File: config.mk
export PLATFORM = sky130hd
export DESIGN_NAME = frame_timer_fixed_step_flat
export DESIGN_NICKNAME = d
export VERILOG_FILES = /design/src/sv/fts_pkg.sv /design/src/sv/fts_in_if.sv /design/src/sv/fts_out_if.sv /design/src/sv/fts_cfg_if.sv /design/src/sv/fts_div.sv /design/src/sv/frame_timer_fixed_step.sv /design/src/flat_wrapper.sv
export SDC_FILE = /design/constraint.sdc
export NUM_CORES = 2
export LEC_CHECK = 0
export BUFFER_PORTS_ARGS = -buffer_cell sky130_fd_sc_hd__buf_2
export CORE_MARGIN = 10
export CORE_UTILIZATION = 30
export DETAILED_ROUTE_END_ITERATION = 10
export PLACE_DENSITY = 0.52
export SLEW_MARGIN = 20
export SYNTH_ARGS = -nofsm -noshare
export SYNTH_HDL_FRONTEND = slang
export SYNTH_SLANG_ARGS = --single-unit
export TNS_END_PERCENT = 50
File: constraint.sdc
create_clock -name clk -period 14.2 [get_ports clk]
set_input_delay 1.42 -clock clk [delete_from_list [all_inputs] [get_ports clk]]
set_output_delay 1.42 -clock clk [all_outputs]
set_load 0.03 [all_outputs]
File: src/sv/fts_pkg.sv
// shared types and constants of the frame timer
package fts_pkg;

  localparam int WORD_W     = 64;
  localparam int NOW_W      = 63;
  localparam int SUM_W      = 63;
  localparam int DELTA_W    = 32;
  localparam int FPS_W      = 32;
  localparam int ALPHA_W    = 17;
  localparam int CFG_W      = 32;
  localparam int CFG_ADDR_W = 2;
  localparam int DIV_LO_W   = 16;
  localparam int QUOT_W     = 32;
  localparam int DIV_CNT_W  = 6;

  localparam logic CMD_TICK = 1'b0;
  localparam logic CMD_STEP = 1'b1;

  localparam logic [CFG_ADDR_W-1:0] REG_MAX_DELTA  = 2'd0;
  localparam logic [CFG_ADDR_W-1:0] REG_FIXED_STEP = 2'd1;
  localparam logic [CFG_ADDR_W-1:0] REG_TPS        = 2'd2;

  localparam logic [CFG_W-1:0] MAX_DELTA_RST  = 32'd2500000;
  localparam logic [CFG_W-1:0] FIXED_STEP_RST = 32'd0;
  localparam logic [CFG_W-1:0] TPS_RST        = 32'd10000000;

  localparam logic [WORD_W-1:0]  SAT63     = 64'h7FFF_FFFF_FFFF_FFFF;
  localparam logic [FPS_W-1:0]   SAT32     = 32'hFFFF_FFFF;
  localparam logic [ALPHA_W-1:0] ALPHA_ONE = 17'h1_0000;

  localparam logic [DIV_CNT_W-1:0] DIV_ITERS_FPS   = 6'd32;
  localparam logic [DIV_CNT_W-1:0] DIV_ITERS_ALPHA = 6'd16;

  typedef enum logic [3:0] {
    ST_IDLE,
    ST_TSUB,
    ST_TADD,
    ST_TMUL,
    ST_TCHK,
    ST_TDIV,
    ST_STEP,
    ST_ALPHA,
    ST_ADIV,
    ST_DONE
  } state_t;

  typedef struct packed {
    logic start;
    logic long_div;
  } div_req_t;

  typedef struct packed {
    logic busy;
    logic done;
  } div_rsp_t;

endpackage

File: src/sv/fts_in_if.sv
// input item channel: command and counter value
interface fts_in_if;
  logic                       valid;
  logic                       ready;
  logic                       cmd;
  logic [fts_pkg::NOW_W-1:0]  now_ticks;

  modport source (output valid, output cmd, output now_ticks, input ready);
  modport sink   (input valid, input cmd, input now_ticks, output ready);
endinterface

File: src/sv/fts_out_if.sv
// result item channel
interface fts_out_if;
  logic                         valid;
  logic                         ready;
  logic [fts_pkg::DELTA_W-1:0]  delta_ticks;
  logic [fts_pkg::SUM_W-1:0]    total_ticks;
  logic [fts_pkg::SUM_W-1:0]    fixed_time_ticks;
  logic                         step_taken;
  logic [fts_pkg::FPS_W-1:0]    fps_q16;
  logic                         fps_updated;
  logic [fts_pkg::ALPHA_W-1:0]  alpha_q16;

  modport source (output valid, output delta_ticks, output total_ticks,
                  output fixed_time_ticks, output step_taken, output fps_q16,
                  output fps_updated, output alpha_q16, input ready);
  modport sink   (input valid, input delta_ticks, input total_ticks,
                  input fixed_time_ticks, input step_taken, input fps_q16,
                  input fps_updated, input alpha_q16, output ready);
endinterface

File: src/sv/fts_cfg_if.sv
// configuration write channel
interface fts_cfg_if;
  logic                            valid;
  logic                            ready;
  logic [fts_pkg::CFG_ADDR_W-1:0]  addr;
  logic [fts_pkg::CFG_W-1:0]       data;

  modport source (output valid, output addr, output data, input ready);
  modport sink   (input valid, input addr, input data, output ready);
endinterface

File: src/sv/fts_div.sv
// restoring divider, one quotient bit per cycle
module fts_div (
  input  logic                              clk,
  input  logic                              rst_n,
  input  fts_pkg::div_req_t                 req,
  input  logic [fts_pkg::SUM_W-1:0]         num_hi,
  input  logic [fts_pkg::DIV_LO_W-1:0]      num_lo,
  input  logic [fts_pkg::SUM_W-1:0]         den,
  output fts_pkg::div_rsp_t                 rsp,
  output logic [fts_pkg::QUOT_W-1:0]        quot
);

  logic                              busy_r, busy_nxt;
  logic                              done_r, done_nxt;
  logic [fts_pkg::DIV_CNT_W-1:0]     cnt_r, cnt_nxt;
  logic [fts_pkg::SUM_W-1:0]         rem_r, rem_nxt;
  logic [fts_pkg::DIV_LO_W-1:0]      low_r, low_nxt;
  logic [fts_pkg::SUM_W-1:0]         den_r, den_nxt;
  logic [fts_pkg::QUOT_W-1:0]        q_r, q_nxt;

  logic [fts_pkg::WORD_W-1:0]        rem2;
  logic [fts_pkg::WORD_W-1:0]        den2;
  logic [fts_pkg::WORD_W-1:0]        diff;
  logic                              ge;

  // partial remainder stays below the divisor, so the shifted one fits 64 bits
  assign rem2 = {rem_r, low_r[fts_pkg::DIV_LO_W-1]};
  assign den2 = {1'b0, den_r};
  assign ge   = rem2 >= den2;
  assign diff = rem2 - den2;

  always_comb begin
    busy_nxt = busy_r;
    done_nxt = 1'b0;
    cnt_nxt  = cnt_r;
    rem_nxt  = rem_r;
    low_nxt  = low_r;
    den_nxt  = den_r;
    q_nxt    = q_r;
    if (req.start) begin
      busy_nxt = 1'b1;
      cnt_nxt  = req.long_div ? fts_pkg::DIV_ITERS_FPS : fts_pkg::DIV_ITERS_ALPHA;
      rem_nxt  = num_hi;
      low_nxt  = num_lo;
      den_nxt  = den;
      q_nxt    = '0;
    end else if (busy_r) begin
      rem_nxt = ge ? diff[fts_pkg::SUM_W-1:0] : rem2[fts_pkg::SUM_W-1:0];
      low_nxt = {low_r[fts_pkg::DIV_LO_W-2:0], 1'b0};
      q_nxt   = {q_r[fts_pkg::QUOT_W-2:0], ge};
      cnt_nxt = cnt_r - 1'b1;
      if (cnt_r == fts_pkg::DIV_CNT_W'(1)) begin
        busy_nxt = 1'b0;
        done_nxt = 1'b1;
      end
    end
  end

  always_ff @(posedge clk) begin
    if (!rst_n) begin
      busy_r <= 1'b0;
      done_r <= 1'b0;
      cnt_r  <= '0;
    end else begin
      busy_r <= busy_nxt;
      done_r <= done_nxt;
      cnt_r  <= cnt_nxt;
    end
  end

  always_ff @(posedge clk) begin
    rem_r <= rem_nxt;
    low_r <= low_nxt;
    den_r <= den_nxt;
    q_r   <= q_nxt;
  end

  assign rsp.busy = busy_r;
  assign rsp.done = done_r;
  assign quot     = q_r;

`ifndef SYNTHESIS
  a_rem_below_den: assert property (@(posedge clk) disable iff (!rst_n)
    busy_r |-> rem_r < den_r)
    else $error("divider remainder not below divisor");

  a_start_busy: assert property (@(posedge clk) disable iff (!rst_n)
    req.start |=> busy_r)
    else $error("divider did not start");

  a_last_done: assert property (@(posedge clk) disable iff (!rst_n)
    (busy_r && !req.start && cnt_r == fts_pkg::DIV_CNT_W'(1)) |=> (done_r && !busy_r))
    else $error("divider missed its done pulse");
`endif

endmodule

File: src/sv/frame_timer_fixed_step.sv
// frame timer: bit-sliced tick arithmetic, q16 fps and alpha through a serial divider
// sequence: two digit passes on a frame tick (subtract, add), one on a step request; then
//   the alpha divide unless the step is zero or a full one is left; a tick that closes the
//   window adds a multiply, an overflow check and the fps divide (skipped on overflow)
// throughput: one item at a time; a new item is taken once the result is registered
// reset: synchronous rst_n clears all timing state and loads the register defaults

module frame_timer_fixed_step #(
  parameter int DIGIT_W = 8  // digit width of the serial passes, power of two 1 to 32
) (
  input  logic        clk,
  input  logic        rst_n,
  fts_in_if.sink      in_ch,
  fts_out_if.source   out_ch,
  fts_cfg_if.sink     cfg_ch
);

  localparam int NDIG  = fts_pkg::WORD_W / DIGIT_W;
  localparam int CNT_W = $clog2(NDIG);
  localparam logic [CNT_W-1:0] CNT_LAST = CNT_W'(NDIG - 1);
  localparam int W = fts_pkg::WORD_W;

  fts_pkg::state_t state_r, state_nxt;

  // configuration
  logic [fts_pkg::CFG_W-1:0] max_delta_r, fixed_step_r, tps_r;

  // timing state, 64-bit words rotated one digit per cycle
  logic                  started_r, started_nxt;
  logic [W-1:0]          last_r, last_nxt;
  logic [W-1:0]          total_r, total_nxt;
  logic [W-1:0]          fixed_r, fixed_nxt;
  logic [W-1:0]          acc_r, acc_nxt;
  logic [W-1:0]          win_r, win_nxt;
  logic [fts_pkg::CFG_W-1:0]   fc_r, fc_nxt;
  logic [fts_pkg::FPS_W-1:0]   fps_r, fps_nxt;
  logic                  updated_r, updated_nxt;
  logic [fts_pkg::DELTA_W-1:0] delta_r, delta_nxt;

  // sequencing and per-item scratch
  logic [CNT_W-1:0]      cnt_r, cnt_nxt;
  logic                  c0_r, c0_nxt, c1_r, c1_nxt, c2_r, c2_nxt;
  logic                  f0_r, f0_nxt, f1_r, f1_nxt;
  logic                  taken_r, taken_nxt;
  logic                  age_r, age_nxt;
  logic [fts_pkg::ALPHA_W-1:0] alpha_r, alpha_nxt;
  logic [W-1:0]          now_r, now_nxt;
  logic [W-1:0]          sh_a_r, sh_a_nxt;
  logic [W-1:0]          sh_b_r, sh_b_nxt;
  logic [W-1:0]          num_r, num_nxt;

  // result register
  logic                  out_valid_r, out_valid_nxt;
  logic                  load_out;
  logic [fts_pkg::DELTA_W-1:0] o_delta_r;
  logic [fts_pkg::SUM_W-1:0]   o_total_r, o_fixed_r;
  logic                  o_taken_r, o_updated_r;
  logic [fts_pkg::FPS_W-1:0]   o_fps_r;
  logic [fts_pkg::ALPHA_W-1:0] o_alpha_r;

  // divider
  fts_pkg::div_req_t          div_req;
  fts_pkg::div_rsp_t          div_rsp;
  logic [fts_pkg::SUM_W-1:0]  div_num_hi, div_den;
  logic [fts_pkg::DIV_LO_W-1:0] div_num_lo;
  logic [fts_pkg::QUOT_W-1:0] div_quot;

  // digit slice
  logic [fts_pkg::CFG_W-1:0] tps_eff;
  logic [W-1:0]          max_ext, fix_ext, fix2_ext, tps_ext, dl_ext;
  logic [DIGIT_W-1:0]    max_dig, fix_dig, fix2_dig, tps_dig, dl_dig;
  logic [DIGIT_W-1:0]    now_dig, prev_dig, acc_dig;
  logic [DIGIT_W:0]      sub_t, sub_s, add_t, add_a, add_w, add_f;
  logic [W-1:0]          diff_full;
  logic                  last_dig, gt_n, wge_n, age_n, ge2_n;
  logic                  wge_fin, ovf, take, fix_zero, in_xfer;

  assign tps_eff  = (tps_r == '0) ? fts_pkg::CFG_W'(1) : tps_r;
  assign max_ext  = {32'b0, max_delta_r};
  assign fix_ext  = {32'b0, fixed_step_r};
  assign fix2_ext = {31'b0, fixed_step_r, 1'b0};
  assign tps_ext  = {32'b0, tps_eff};
  assign dl_ext   = {32'b0, delta_r};
  assign fix_zero = (fixed_step_r == '0);
  assign last_dig = (cnt_r == CNT_LAST);
  assign in_xfer  = in_ch.valid && in_ch.ready;

  always_comb begin
    max_dig  = max_ext[cnt_r*DIGIT_W +: DIGIT_W];
    fix_dig  = fix_ext[cnt_r*DIGIT_W +: DIGIT_W];
    fix2_dig = fix2_ext[cnt_r*DIGIT_W +: DIGIT_W];
    tps_dig  = tps_ext[cnt_r*DIGIT_W +: DIGIT_W];
    dl_dig   = dl_ext[cnt_r*DIGIT_W +: DIGIT_W];
    now_dig  = now_r[DIGIT_W-1:0];
    // before the first tick the previous count reads as the new one
    prev_dig = started_r ? last_r[DIGIT_W-1:0] : now_dig;
    acc_dig  = acc_r[DIGIT_W-1:0];

    sub_t = {1'b0, now_dig} - {1'b0, prev_dig} - {{DIGIT_W{1'b0}}, c0_r};
    sub_s = {1'b0, acc_dig} - {1'b0, fix_dig} - {{DIGIT_W{1'b0}}, c0_r};
    add_t = {1'b0, total_r[DIGIT_W-1:0]} + {1'b0, dl_dig} + {{DIGIT_W{1'b0}}, c0_r};
    add_a = {1'b0, acc_dig} + {1'b0, dl_dig} + {{DIGIT_W{1'b0}}, c1_r};
    add_w = {1'b0, win_r[DIGIT_W-1:0]} + {1'b0, dl_dig} + {{DIGIT_W{1'b0}}, c2_r};
    add_f = {1'b0, fixed_r[DIGIT_W-1:0]} + {1'b0, fix_dig} + {{DIGIT_W{1'b0}}, c1_r};

    diff_full = {sub_t[DIGIT_W-1:0], sh_a_r[W-1:DIGIT_W]};

    // lsb-first magnitude compares, decided by the most significant digit seen
    gt_n  = (sub_t[DIGIT_W-1:0] > max_dig) || ((sub_t[DIGIT_W-1:0] == max_dig) && f0_r);
    wge_n = (add_w[DIGIT_W-1:0] > tps_dig) || ((add_w[DIGIT_W-1:0] == tps_dig) && f0_r);
    age_n = (add_a[DIGIT_W-1:0] > fix_dig) || ((add_a[DIGIT_W-1:0] == fix_dig) && f1_r);
    ge2_n = (acc_dig > fix2_dig) || ((acc_dig == fix2_dig) && f1_r);

    // a saturated window is always past one second
    wge_fin = add_w[DIGIT_W-1] || wge_n;
    ovf     = {15'b0, num_r[W-1:fts_pkg::DIV_LO_W]} >= win_r[fts_pkg::SUM_W-1:0];
    take    = !fix_zero && !sub_s[DIGIT_W];
  end

  // next state
  always_comb begin
    state_nxt = state_r;
    case (state_r)
      fts_pkg::ST_IDLE: begin
        if (in_ch.valid) begin
          state_nxt = (in_ch.cmd == fts_pkg::CMD_STEP) ? fts_pkg::ST_STEP : fts_pkg::ST_TSUB;
        end
      end
      fts_pkg::ST_TSUB: begin
        if (last_dig) state_nxt = fts_pkg::ST_TADD;
      end
      fts_pkg::ST_TADD: begin
        if (last_dig) state_nxt = wge_fin ? fts_pkg::ST_TMUL : fts_pkg::ST_ALPHA;
      end
      fts_pkg::ST_TMUL: state_nxt = fts_pkg::ST_TCHK;
      fts_pkg::ST_TCHK: state_nxt = ovf ? fts_pkg::ST_ALPHA : fts_pkg::ST_TDIV;
      fts_pkg::ST_TDIV: begin
        if (div_rsp.done) state_nxt = fts_pkg::ST_ALPHA;
      end
      fts_pkg::ST_STEP: begin
        if (last_dig) state_nxt = fts_pkg::ST_ALPHA;
      end
      fts_pkg::ST_ALPHA: begin
        state_nxt = (fix_zero || age_r) ? fts_pkg::ST_DONE : fts_pkg::ST_ADIV;
      end
      fts_pkg::ST_ADIV: begin
        if (div_rsp.done) state_nxt = fts_pkg::ST_DONE;
      end
      fts_pkg::ST_DONE: begin
        if (!out_valid_r || out_ch.ready) state_nxt = fts_pkg::ST_IDLE;
      end
      default: state_nxt = fts_pkg::ST_IDLE;
    endcase
  end

  // datapath and handshake outputs
  always_comb begin
    started_nxt = started_r;
    last_nxt    = last_r;
    total_nxt   = total_r;
    fixed_nxt   = fixed_r;
    acc_nxt     = acc_r;
    win_nxt     = win_r;
    fc_nxt      = fc_r;
    fps_nxt     = fps_r;
    updated_nxt = updated_r;
    delta_nxt   = delta_r;
    cnt_nxt     = cnt_r;
    c0_nxt      = c0_r;
    c1_nxt      = c1_r;
    c2_nxt      = c2_r;
    f0_nxt      = f0_r;
    f1_nxt      = f1_r;
    taken_nxt   = taken_r;
    age_nxt     = age_r;
    alpha_nxt   = alpha_r;
    now_nxt     = now_r;
    sh_a_nxt    = sh_a_r;
    sh_b_nxt    = sh_b_r;
    num_nxt     = num_r;
    load_out    = 1'b0;
    div_req     = '0;
    div_num_hi  = acc_r[fts_pkg::SUM_W-1:0];
    div_num_lo  = '0;
    div_den     = {31'b0, fixed_step_r};

    case (state_r)
      fts_pkg::ST_IDLE: begin
        if (in_xfer) begin
          now_nxt   = {1'b0, in_ch.now_ticks};
          cnt_nxt   = '0;
          c0_nxt    = 1'b0;
          c1_nxt    = 1'b0;
          c2_nxt    = 1'b0;
          f0_nxt    = 1'b0;
          f1_nxt    = 1'b1;
          taken_nxt = 1'b0;
        end
      end
      fts_pkg::ST_TSUB: begin
        now_nxt  = {now_dig, now_r[W-1:DIGIT_W]};
        last_nxt = {now_dig, last_r[W-1:DIGIT_W]};
        sh_a_nxt = diff_full;
        c0_nxt   = sub_t[DIGIT_W];
        f0_nxt   = gt_n;
        cnt_nxt  = cnt_r + 1'b1;
        if (last_dig) begin
          // counter moved back gives zero, a delta above the maximum is clamped to it
          if (sub_t[DIGIT_W]) delta_nxt = '0;
          else if (gt_n)      delta_nxt = max_delta_r;
          else                delta_nxt = diff_full[fts_pkg::DELTA_W-1:0];
          started_nxt = 1'b1;
          c0_nxt = 1'b0;
          c1_nxt = 1'b0;
          c2_nxt = 1'b0;
          f0_nxt = 1'b1;
          f1_nxt = 1'b1;
        end
      end
      fts_pkg::ST_TADD: begin
        total_nxt = {add_t[DIGIT_W-1:0], total_r[W-1:DIGIT_W]};
        acc_nxt   = {add_a[DIGIT_W-1:0], acc_r[W-1:DIGIT_W]};
        win_nxt   = {add_w[DIGIT_W-1:0], win_r[W-1:DIGIT_W]};
        c0_nxt    = add_t[DIGIT_W];
        c1_nxt    = add_a[DIGIT_W];
        c2_nxt    = add_w[DIGIT_W];
        f0_nxt    = wge_n;
        f1_nxt    = age_n;
        cnt_nxt   = cnt_r + 1'b1;
        if (last_dig) begin
          if (add_t[DIGIT_W-1]) total_nxt = fts_pkg::SAT63;
          if (add_a[DIGIT_W-1]) acc_nxt   = fts_pkg::SAT63;
          if (add_w[DIGIT_W-1]) win_nxt   = fts_pkg::SAT63;
          age_nxt     = add_a[DIGIT_W-1] || age_n;
          fc_nxt      = (fc_r == fts_pkg::SAT32) ? fc_r : fc_r + 1'b1;
          updated_nxt = 1'b0;
        end
      end
      fts_pkg::ST_TMUL: begin
        num_nxt = fc_r * tps_eff;
        fc_nxt  = '0;
      end
      fts_pkg::ST_TCHK: begin
        win_nxt = '0;
        if (ovf) begin
          fps_nxt     = fts_pkg::SAT32;
          updated_nxt = 1'b1;
        end else begin
          div_req.start    = 1'b1;
          div_req.long_div = 1'b1;
          div_num_hi       = {15'b0, num_r[W-1:fts_pkg::DIV_LO_W]};
          div_num_lo       = num_r[fts_pkg::DIV_LO_W-1:0];
          div_den          = win_r[fts_pkg::SUM_W-1:0];
        end
      end
      fts_pkg::ST_TDIV: begin
        if (div_rsp.done) begin
          fps_nxt     = div_quot;
          updated_nxt = 1'b1;
        end
      end
      fts_pkg::ST_STEP: begin
        acc_nxt   = {acc_dig, acc_r[W-1:DIGIT_W]};
        fixed_nxt = {fixed_r[DIGIT_W-1:0], fixed_r[W-1:DIGIT_W]};
        sh_a_nxt  = {sub_s[DIGIT_W-1:0], sh_a_r[W-1:DIGIT_W]};
        sh_b_nxt  = {add_f[DIGIT_W-1:0], sh_b_r[W-1:DIGIT_W]};
        c0_nxt    = sub_s[DIGIT_W];
        c1_nxt    = add_f[DIGIT_W];
        f1_nxt    = ge2_n;
        cnt_nxt   = cnt_r + 1'b1;
        if (last_dig) begin
          taken_nxt = take;
          // after the step the accumulator still holds a full step when it held two
          age_nxt   = take && ge2_n;
          if (take) begin
            acc_nxt   = sh_a_nxt;
            fixed_nxt = add_f[DIGIT_W-1] ? fts_pkg::SAT63 : sh_b_nxt;
          end
        end
      end
      fts_pkg::ST_ALPHA: begin
        if (fix_zero) begin
          alpha_nxt = '0;
        end else if (age_r) begin
          alpha_nxt = fts_pkg::ALPHA_ONE;
        end else begin
          div_req.start    = 1'b1;
          div_req.long_div = 1'b0;
        end
      end
      fts_pkg::ST_ADIV: begin
        if (div_rsp.done) alpha_nxt = {1'b0, div_quot[fts_pkg::DIV_LO_W-1:0]};
      end
      fts_pkg::ST_DONE: begin
        load_out = !out_valid_r || out_ch.ready;
      end
      default: begin
        load_out = 1'b0;
      end
    endcase

    out_valid_nxt = load_out || (out_valid_r && !out_ch.ready);
  end

  assign in_ch.ready  = (state_r == fts_pkg::ST_IDLE);
  assign cfg_ch.ready = 1'b1;

  fts_div u_div (
    .clk    (clk),
    .rst_n  (rst_n),
    .req    (div_req),
    .num_hi (div_num_hi),
    .num_lo (div_num_lo),
    .den    (div_den),
    .rsp    (div_rsp),
    .quot   (div_quot)
  );

  always_ff @(posedge clk) begin
    if (!rst_n) begin
      state_r      <= fts_pkg::ST_IDLE;
      max_delta_r  <= fts_pkg::MAX_DELTA_RST;
      fixed_step_r <= fts_pkg::FIXED_STEP_RST;
      tps_r        <= fts_pkg::TPS_RST;
      started_r    <= 1'b0;
      last_r       <= '0;
      total_r      <= '0;
      fixed_r      <= '0;
      acc_r        <= '0;
      win_r        <= '0;
      fc_r         <= '0;
      fps_r        <= '0;
      updated_r    <= 1'b0;
      delta_r      <= '0;
      cnt_r        <= '0;
      c0_r         <= 1'b0;
      c1_r         <= 1'b0;
      c2_r         <= 1'b0;
      f0_r         <= 1'b0;
      f1_r         <= 1'b0;
      taken_r      <= 1'b0;
      age_r        <= 1'b0;
      alpha_r      <= '0;
      out_valid_r  <= 1'b0;
    end else begin
      state_r      <= state_nxt;
      if (cfg_ch.valid && cfg_ch.ready) begin
        case (cfg_ch.addr)
          fts_pkg::REG_MAX_DELTA:  max_delta_r  <= cfg_ch.data;
          fts_pkg::REG_FIXED_STEP: fixed_step_r <= cfg_ch.data;
          fts_pkg::REG_TPS:        tps_r        <= cfg_ch.data;
          default: ;
        endcase
      end
      started_r    <= started_nxt;
      last_r       <= last_nxt;
      total_r      <= total_nxt;
      fixed_r      <= fixed_nxt;
      acc_r        <= acc_nxt;
      win_r        <= win_nxt;
      fc_r         <= fc_nxt;
      fps_r        <= fps_nxt;
      updated_r    <= updated_nxt;
      delta_r      <= delta_nxt;
      cnt_r        <= cnt_nxt;
      c0_r         <= c0_nxt;
      c1_r         <= c1_nxt;
      c2_r         <= c2_nxt;
      f0_r         <= f0_nxt;
      f1_r         <= f1_nxt;
      taken_r      <= taken_nxt;
      age_r        <= age_nxt;
      alpha_r      <= alpha_nxt;
      out_valid_r  <= out_valid_nxt;
    end
  end

  always_ff @(posedge clk) begin
    now_r  <= now_nxt;
    sh_a_r <= sh_a_nxt;
    sh_b_r <= sh_b_nxt;
    num_r  <= num_nxt;
    if (load_out) begin
      o_delta_r   <= delta_r;
      o_total_r   <= total_r[fts_pkg::SUM_W-1:0];
      o_fixed_r   <= fixed_r[fts_pkg::SUM_W-1:0];
      o_taken_r   <= taken_r;
      o_fps_r     <= fps_r;
      o_updated_r <= updated_r;
      o_alpha_r   <= alpha_r;
    end
  end

  assign out_ch.valid            = out_valid_r;
  assign out_ch.delta_ticks      = o_delta_r;
  assign out_ch.total_ticks      = o_total_r;
  assign out_ch.fixed_time_ticks = o_fixed_r;
  assign out_ch.step_taken       = o_taken_r;
  assign out_ch.fps_q16          = o_fps_r;
  assign out_ch.fps_updated      = o_updated_r;
  assign out_ch.alpha_q16        = o_alpha_r;

`ifndef SYNTHESIS
  a_sums_63bit: assert property (@(posedge clk) disable iff (!rst_n)
    (state_r == fts_pkg::ST_IDLE) |->
      (!total_r[W-1] && !acc_r[W-1] && !win_r[W-1] && !fixed_r[W-1]))
    else $error("saturating sum left its 63-bit range");

  a_step_path: assert property (@(posedge clk) disable iff (!rst_n)
    (in_xfer && in_ch.cmd == fts_pkg::CMD_STEP) |=> (state_r == fts_pkg::ST_STEP))
    else $error("step request did not enter the step pass");

  a_div_idle_start: assert property (@(posedge clk) disable iff (!rst_n)
    div_req.start |-> !div_rsp.busy)
    else $error("divider started while busy");
`endif

endmodule
File: src/flat_wrapper.sv
// flat-port wrapper written by rule: the top's interface ports become plain ports
module frame_timer_fixed_step_flat 
#(
  parameter int DIGIT_W = 8                                                           
)
  (clk, rst_n, in_ch_valid, in_ch_cmd, in_ch_now_ticks, in_ch_ready, out_ch_valid, out_ch_delta_ticks, out_ch_total_ticks, out_ch_fixed_time_ticks, out_ch_step_taken, out_ch_fps_q16, out_ch_fps_updated, out_ch_alpha_q16, out_ch_ready, cfg_ch_valid, cfg_ch_addr, cfg_ch_data, cfg_ch_ready);
  fts_in_if in_ch_i ();
  fts_out_if out_ch_i ();
  fts_cfg_if cfg_ch_i ();
  input  logic clk;
  input  logic rst_n;
  input wire logic [$bits(in_ch_i.valid)-1:0] in_ch_valid;
  input wire logic [$bits(in_ch_i.cmd)-1:0] in_ch_cmd;
  input wire logic [$bits(in_ch_i.now_ticks)-1:0] in_ch_now_ticks;
  output wire logic [$bits(in_ch_i.ready)-1:0] in_ch_ready;
  output wire logic [$bits(out_ch_i.valid)-1:0] out_ch_valid;
  output wire logic [$bits(out_ch_i.delta_ticks)-1:0] out_ch_delta_ticks;
  output wire logic [$bits(out_ch_i.total_ticks)-1:0] out_ch_total_ticks;
  output wire logic [$bits(out_ch_i.fixed_time_ticks)-1:0] out_ch_fixed_time_ticks;
  output wire logic [$bits(out_ch_i.step_taken)-1:0] out_ch_step_taken;
  output wire logic [$bits(out_ch_i.fps_q16)-1:0] out_ch_fps_q16;
  output wire logic [$bits(out_ch_i.fps_updated)-1:0] out_ch_fps_updated;
  output wire logic [$bits(out_ch_i.alpha_q16)-1:0] out_ch_alpha_q16;
  input wire logic [$bits(out_ch_i.ready)-1:0] out_ch_ready;
  input wire logic [$bits(cfg_ch_i.valid)-1:0] cfg_ch_valid;
  input wire logic [$bits(cfg_ch_i.addr)-1:0] cfg_ch_addr;
  input wire logic [$bits(cfg_ch_i.data)-1:0] cfg_ch_data;
  output wire logic [$bits(cfg_ch_i.ready)-1:0] cfg_ch_ready;
  assign in_ch_i.valid = in_ch_valid;
  assign in_ch_i.cmd = in_ch_cmd;
  assign in_ch_i.now_ticks = in_ch_now_ticks;
  assign in_ch_ready = in_ch_i.ready;
  assign out_ch_valid = out_ch_i.valid;
  assign out_ch_delta_ticks = out_ch_i.delta_ticks;
  assign out_ch_total_ticks = out_ch_i.total_ticks;
  assign out_ch_fixed_time_ticks = out_ch_i.fixed_time_ticks;
  assign out_ch_step_taken = out_ch_i.step_taken;
  assign out_ch_fps_q16 = out_ch_i.fps_q16;
  assign out_ch_fps_updated = out_ch_i.fps_updated;
  assign out_ch_alpha_q16 = out_ch_i.alpha_q16;
  assign out_ch_i.ready = out_ch_ready;
  assign cfg_ch_i.valid = cfg_ch_valid;
  assign cfg_ch_i.addr = cfg_ch_addr;
  assign cfg_ch_i.data = cfg_ch_data;
  assign cfg_ch_ready = cfg_ch_i.ready;
  frame_timer_fixed_step #(.DIGIT_W(DIGIT_W)) u_core (.clk(clk), .rst_n(rst_n), .in_ch(in_ch_i), .out_ch(out_ch_i), .cfg_ch(cfg_ch_i));
endmodule
* Word level (Yosys, flattened, before mapping)
Cells that the tools add are included.
** Storage, ports and cells
- Bits in registers :: 1193
- Input port bits :: 103
- Output and inout port bits :: 212
- Word-level logic and storage cells :: 247
** Cells by class
- Add/sub/neg operators :: 16
- Multiply operators :: 1
- Magnitude comparators :: 6
- Equal/unequal tests :: 29
- Shift-type cells :: 5
- Muxes and demuxes :: 86
- Bitwise logic cells :: 3
- Reduce and logical (&&, ||, !) cells :: 58
** Operators with widths (number)
- $mux 63 :: 9
- $mux 64 :: 8
- $pmux 64 s2 :: 4
- $shiftx 64x7->8 :: 5
- $mux 32 :: 9
- $pmux 32 s2 :: 2
- $ge 64x63->1 :: 1
- $logic_not 32->1 :: 2
- $mul 32x32->64 :: 1
- $mux 16 :: 4
- $ge 48x63->1 :: 1
- $sub 63x63->63 :: 1
- $mux 17 :: 3
- $pmux 4 s10 :: 1
- $add 8x8->9 :: 4
- $add 9x1->9 :: 4
- $pmux 17 s2 :: 1
- $add 32x1->32 const B :: 1
- $eq 32x32->1 const B :: 1
- $eq 8x8->1 :: 4
- $gt 8x8->1 :: 4
- $mux 4 :: 7
- $reduce_and 3->1 :: 7
- $reduce_bool 2->1 :: 10
- other kinds (38) :: 110

* Logic depth before layout (Yosys ltp)
- Depth in word-level cells :: 10
- Depth in mapped cells :: 29
- Mapped depth without buffers :: 26

* Hierarchy
From an unflattened synthesis, not the netlist that was laid out.
** Second synthesis, totals
- Cell total of the unflattened synthesis :: 8784
- Area total of the unflattened synthesis :: 86611.8 µm²
** By module, submodules not included
- frame_timer_fixed_step :: times used 1, cells an instance 7574, area an instance 75068.2 µm²
- fts_div :: times used 1, cells an instance 1210, area an instance 11543.6 µm²

* Least setup slack after synthesis
No wires, ideal clock.
- Path type :: in2reg
- Start :: input port out_ch_ready
- End :: register u_core.o_alpha_r, in the netlist u_core.out_ch.alpha_q16[0], enable pin
- Library setup time :: 0.807 ns
- Arrival time :: 10.707 ns
- Setup slack :: 2.686 ns
- Stages on the path :: 2
- Path buffers :: 0
- Path through :: nor2b_1 > nor2b_1
** On the way
- Cells in the longest elaborated chain, start to end :: 2
** Ends and longest elaborated chain
- start: declaration :: RTL line flat_wrapper.sv:24 : input wire logic [$bits(out_ch_i.ready)-1:0] out_ch_ready;
- $logic_or 1x1->1 :: RTL line frame_timer_fixed_step.sv:295 : load_out = !out_valid_r || out_ch.ready;
- $mux 1 :: RTL line frame_timer_fixed_step.sv:187 : case (state_r)
- net u_core.load_out :: RTL line frame_timer_fixed_step.sv:54 : logic load_out;
- end signal: assignment :: RTL line frame_timer_fixed_step.sv:390 : o_alpha_r <= alpha_r;
- end: declaration :: RTL line frame_timer_fixed_step.sv:59 : logic [fts_pkg::ALPHA_W-1:0] o_alpha_r;
The timed path passes the listed nets, and every way through them passes these cells.
A chain may end at the register's enable or synchronous reset.

* Worst setup path after layout
- Start :: register u_core.fc_r[5] (netlist name)
- End :: register u_core.num_r[60] (data pin)
** On the way
- Cells in the longest elaborated chain, start to end :: 1
** Ends and longest elaborated chain
- start: declaration :: RTL line frame_timer_fixed_step.sv:35 : logic [fts_pkg::CFG_W-1:0] fc_r, fc_nxt;
- start signal: assignment :: RTL line frame_timer_fixed_step.sv:361 : fc_r <= fc_nxt;
- $mul 32x32->64 :: RTL line frame_timer_fixed_step.sv:240 : num_nxt = fc_r * tps_eff;
- end signal: assignment :: RTL line frame_timer_fixed_step.sv:382 : num_r <= num_nxt;
- end: declaration :: RTL line frame_timer_fixed_step.sv:50 : logic [W-1:0] num_r, num_nxt;
No other way between the ends.

==> summary.json <==
{
  "run_status": {
    "result_of_the_run": "finished clean"
  },
  "routing": {
    "detail_route.drc_violations": 0,
    "routedWlPerCell_um": 22.6,
    "viasPerCell": 5.05,
    "drt_first_pass_iters": 6,
    "detail_route.iter0.violations": 5127,
    "via_count": 63208,
    "ant_nets": 0,
    "finalWirelength_um": 282000
  },
  "power_and_ir_drop": {
    "gate_power_share": 0.412,
    "internal-power_mw": 8.70,
    "switching_share_of_power": 0.412,
    "p_per_area_nw_per_um2": 156,
    "power.share.sequential": 0.349,
    "clkPwrFrac": 0.239,
    "netSwitchingPower_mw": 6.11,
    "p_total_mw": 14.8,
    "power.static_leakage_nw": 40.6,
    "ir_worst_vdd_mv": 0.318
  },
  "cells_and_area": {
    "design.final.nets": 10134,
    "area_growth_pct": 11.5,
    "design_area_um2": 95000,
    "final_cell_mix": "sky130_fd_sc_hd__nand2_1 (1,154), sky130_fd_sc_hd__inv_1 (1,055), sky130_fd_sc_hd__fa_1 (909), sky130_fd_sc_hd__and2_1 (625), sky130_fd_sc_hd__edfxtp_1 (591)",
    "layout.cells.most_common": "sky130_fd_sc_hd__nand2_1",
    "share_of_post_route_cells_with_drive_strength_above_1": 0.0985
  },
  "grt": {
    "globalRoute.totalOverflow": 0,
    "global_route.usage.total": 0.180,
    "first_global_vias": 65559,
    "grt_first_pass_wirelength_um": 427000,
    "grt_antenna_before_repair": 23,
    "maximum_number_of_pins_on_one_net_before_global_route_repair": 181
  },
  "synth": {
    "combinational_family_with_the_most_area_after_synthesis": "adder cells",
    "async_flop_share": 0,
    "synth_area_leaders": "sky130_fd_sc_hd__fa_1 (21%), sky130_fd_sc_hd__edfxtp_1 (21%), sky130_fd_sc_hd__dfxtp_1 (14%), sky130_fd_sc_hd__ha_1 (6.9%), sky130_fd_sc_hd__nand2_1 (5.1%)",
    "synth_compound_area_frac": 0.112,
    "yosys_warnings": 0,
    "post_synth_fa_ha_maj_area_fraction": 0.282,
    "synth-edff-count": 591,
    "ys_seq_area_frac": 0.346,
    "synthCells": 8657,
    "yosys.area.top_type": "sky130_fd_sc_hd__fa_1",
    "yosys.area.top_type_share": 0.213,
    "syn_area_um2": 85200,
    "ys_ff_latch": 1177,
    "muxShareOfSynthArea": 0.0216,
    "syn_avg_cell_area_um2": 9.85,
    "synthXorXnorAreaFrac": 0.0186,
    "ys_dominant_reg_cell": "sky130_fd_sc_hd__edfxtp_1",
    "synth_cell_types": 92,
    "total_nets_after_synthesis": 10136,
    "synth_simple_gate_area_share": 0.148
  },
  "sta": {
    "rsz_0062_raised_after_global_routing": "no",
    "fin_setup_tns_ns": 0,
    "worst_pin_slew_ns": 1.12,
    "final_number_of_max_transition_violations": 0,
    "whs_ns": 0.423,
    "min_period_over_period": 0.630,
    "finalCriticalPeriod_ns": 8.95,
    "worst_clock_skew_ns": 0.0584,
    "max_clock_freq_mhz": 112,
    "finalSetupViolations": 0,
    "finalHoldViolCount": 0,
    "timing.max_slew.rel_slack": 0.253
  },
  "worst_hold_path": {
    "worst_hold_path_type": "flop to flop",
    "hold_path_end": "u_core.out_ch.fps_q16[25]$_DFFE_PP_",
    "hold-path-cell-count": 0,
    "worst_hold_startpoint": "u_core.fps_r[25]$_SDFFE_PN0P_"
  },
  "clock_network": {
    "ctsRootBufferMaster": "sky130_fd_sc_hd__clkbuf_16",
    "post_cts.resized_instances": 0,
    "clk_pin_slew_ns": 0.08,
    "postCtsHoldBufs": 0,
    "worst_skew_pair.late_latency_ns": 0.80,
    "cts-root-to-sink-buffers": 3,
    "depth_of_the_cts_h_tree": 4,
    "postCtsSetupBuffers": 0,
    "tritoncts_num_sinks": 1177,
    "cts_tree": "built",
    "cts-buffers-inserted": 130
  },
  "setup_path": {
    "r2r_cells": 26,
    "worst-endpoint-required_ns": 14.70,
    "data_arrival_time_of_the_worst_path_ns": 9.45,
    "critPathBufInv": 6,
    "critical_path.top_delay_family": "adder cells",
    "crit_path_max_incr_delay_ns": 0.93,
    "worst_setup_startpoint": "u_core.fc_r[5]$_SDFFE_PN0P_",
    "critPathCaptureType": "flop",
    "regToRegStartpoint": "u_core.fc_r[5]$_SDFFE_PN0P_",
    "start_kind": "flop",
    "crit_top_cell": "sky130_fd_sc_hd__fa_1",
    "crit_type": "flop to flop",
    "worstReg2RegEnd": "u_core.num_r[60]$_DFFE_PN_",
    "crit_slowest_cell": "sky130_fd_sc_hd__dfxtp_1",
    "timing.critical_path.fanout_max": 20,
    "timing.reg2reg.setup_slack_ns": 5.25
  },
  "floorplan": {
    "placeableCoreArea_um2": 283000,
    "die_area_um2": 306000,
    "initial_utilization": 0.302,
    "rows": 195,
    "die_width_um": 553,
    "dieHeight_um": 553,
    "i_o_pin_total": 315
  },
  "flow_run": {
    "drv.max_cap_violation_count": 0
  },
  "placed_design": {
    "buffer_ports.inserted": 313,
    "rd_place_congestion": 0.922,
    "placedInstanceArea_um2": 90500,
    "dp_hpwl_um": 211000
  }
}
worst reg2reg max path, delay by kind of cell (launching register included):
kind            cells  cell delay, ns
fa+ha+maj           9            4.19
compound gates      8            2.46
buf+inv             6            0.67
flops               1            0.93
simple gates        2            0.30
xor+xnor            1            0.10
stage by stage:
step | std cells | setup slack (ns) | util
2_1_floorplan | 8657 | 2.69 | -
3_3_place_gp | 12266 | 5.41 | 0.320
3_5_place_dp | 12266 | 5.43 | 0.320
4_1_cts | 12507 | 5.37 | 0.336
5_1_grt | 12515 | 4.94 | 0.336
6_report | 12518 | 5.25 | 0.336
cell type report:
type	instances	area (um2)
Sequential cell	1177	29500
Inverter	1058	3980
Fill cell	28862	188000
Multi-Input combinational cell	5850	49800
Clock inverter	64	786
Timing Repair Buffer	438	2520
Tap cell	3743	4680
Clock buffer	177	3710
Antenna cell	11	27.5
logic make-up (layout without fill, tap and decap cells):
logic type                 Yosys count  after routing
DFF                               1177           1177
other                                1             12
adders and majority gates         1376           1376
and+or+nand+nor                   2651           2651
AOI/OAI and AO/OA                 1489           1489
buffers and inverters             1630           1737
xor gates and xnor gates           181            181
muxes                              152            152
state kept, by name (all words and copies together) (netlist names), 56 cells and up:
name,cells
u_core.acc_r,64
u_core.fixed_r,64
u_core.last_r,64
u_core.now_r,64
u_core.num_r,64
u_core.out_ch.fixed_time_ticks,63
u_core.out_ch.total_ticks,63
u_core.sh_a_r,56
u_core.sh_b_r,56
u_core.total_r,64
u_core.u_div.den_r,63
u_core.u_div.rem_r,63
u_core.win_r,64
power by group through the flow:
stage	sequential (mW)	combinational (mW)	clock (mW)
floorplan	4.89	4.27	0
finish	5.16	6.10	3.54
detailed placement	5.22	6.02	0
global route	5.22	6.65	3.76
global placement	5.20	5.94	0
CTS	5.15	6.05	3.62
per-layer routing:
layer	track usage	wire [um]	part of all wire
met5	0	29	0.00010
met4	0.0818	15300	0.054
met3	0.0235	14600	0.052
met2	0.304	134000	0.48
met1	0.231	118000	0.42
cell usage after synthesis (103+ instances only):
| cell | number |
|---|---|
| sky130_fd_sc_hd__and2_1 | 625 |
| sky130_fd_sc_hd__nor2_1 | 399 |
| sky130_fd_sc_hd__edfxtp_1 | 591 |
| sky130_fd_sc_hd__a21oi_1 | 502 |
| sky130_fd_sc_hd__ha_1 | 467 |
| sky130_fd_sc_hd__nor3_1 | 103 |
| sky130_fd_sc_hd__dfxtp_1 | 586 |
| sky130_fd_sc_hd__o21ai_0 | 274 |
| sky130_fd_sc_hd__clkbuf_1 | 529 |
| sky130_fd_sc_hd__nand2_1 | 1159 |
| sky130_fd_sc_hd__inv_1 | 1055 |
| sky130_fd_sc_hd__fa_1 | 909 |
how the worst max path moves through the flow:
stage	depth (start not counted)	slack [ns]	endpoint
2_1_floorplan	2	2.69	u_core.out_ch.alpha_q16[0]$_DFFE_PP_
3_3_place_gp	24	5.41	u_core.num_r[60]$_DFFE_PN_
3_5_place_dp	24	5.43	u_core.num_r[60]$_DFFE_PN_
4_1_cts	24	5.37	u_core.num_r[60]$_DFFE_PN_
5_1_grt	26	4.94	u_core.num_r[60]$_DFFE_PN_
6_report	26	5.25	u_core.num_r[60]$_DFFE_PN_
No activity file was read; power rests on OpenSTA's default activity.
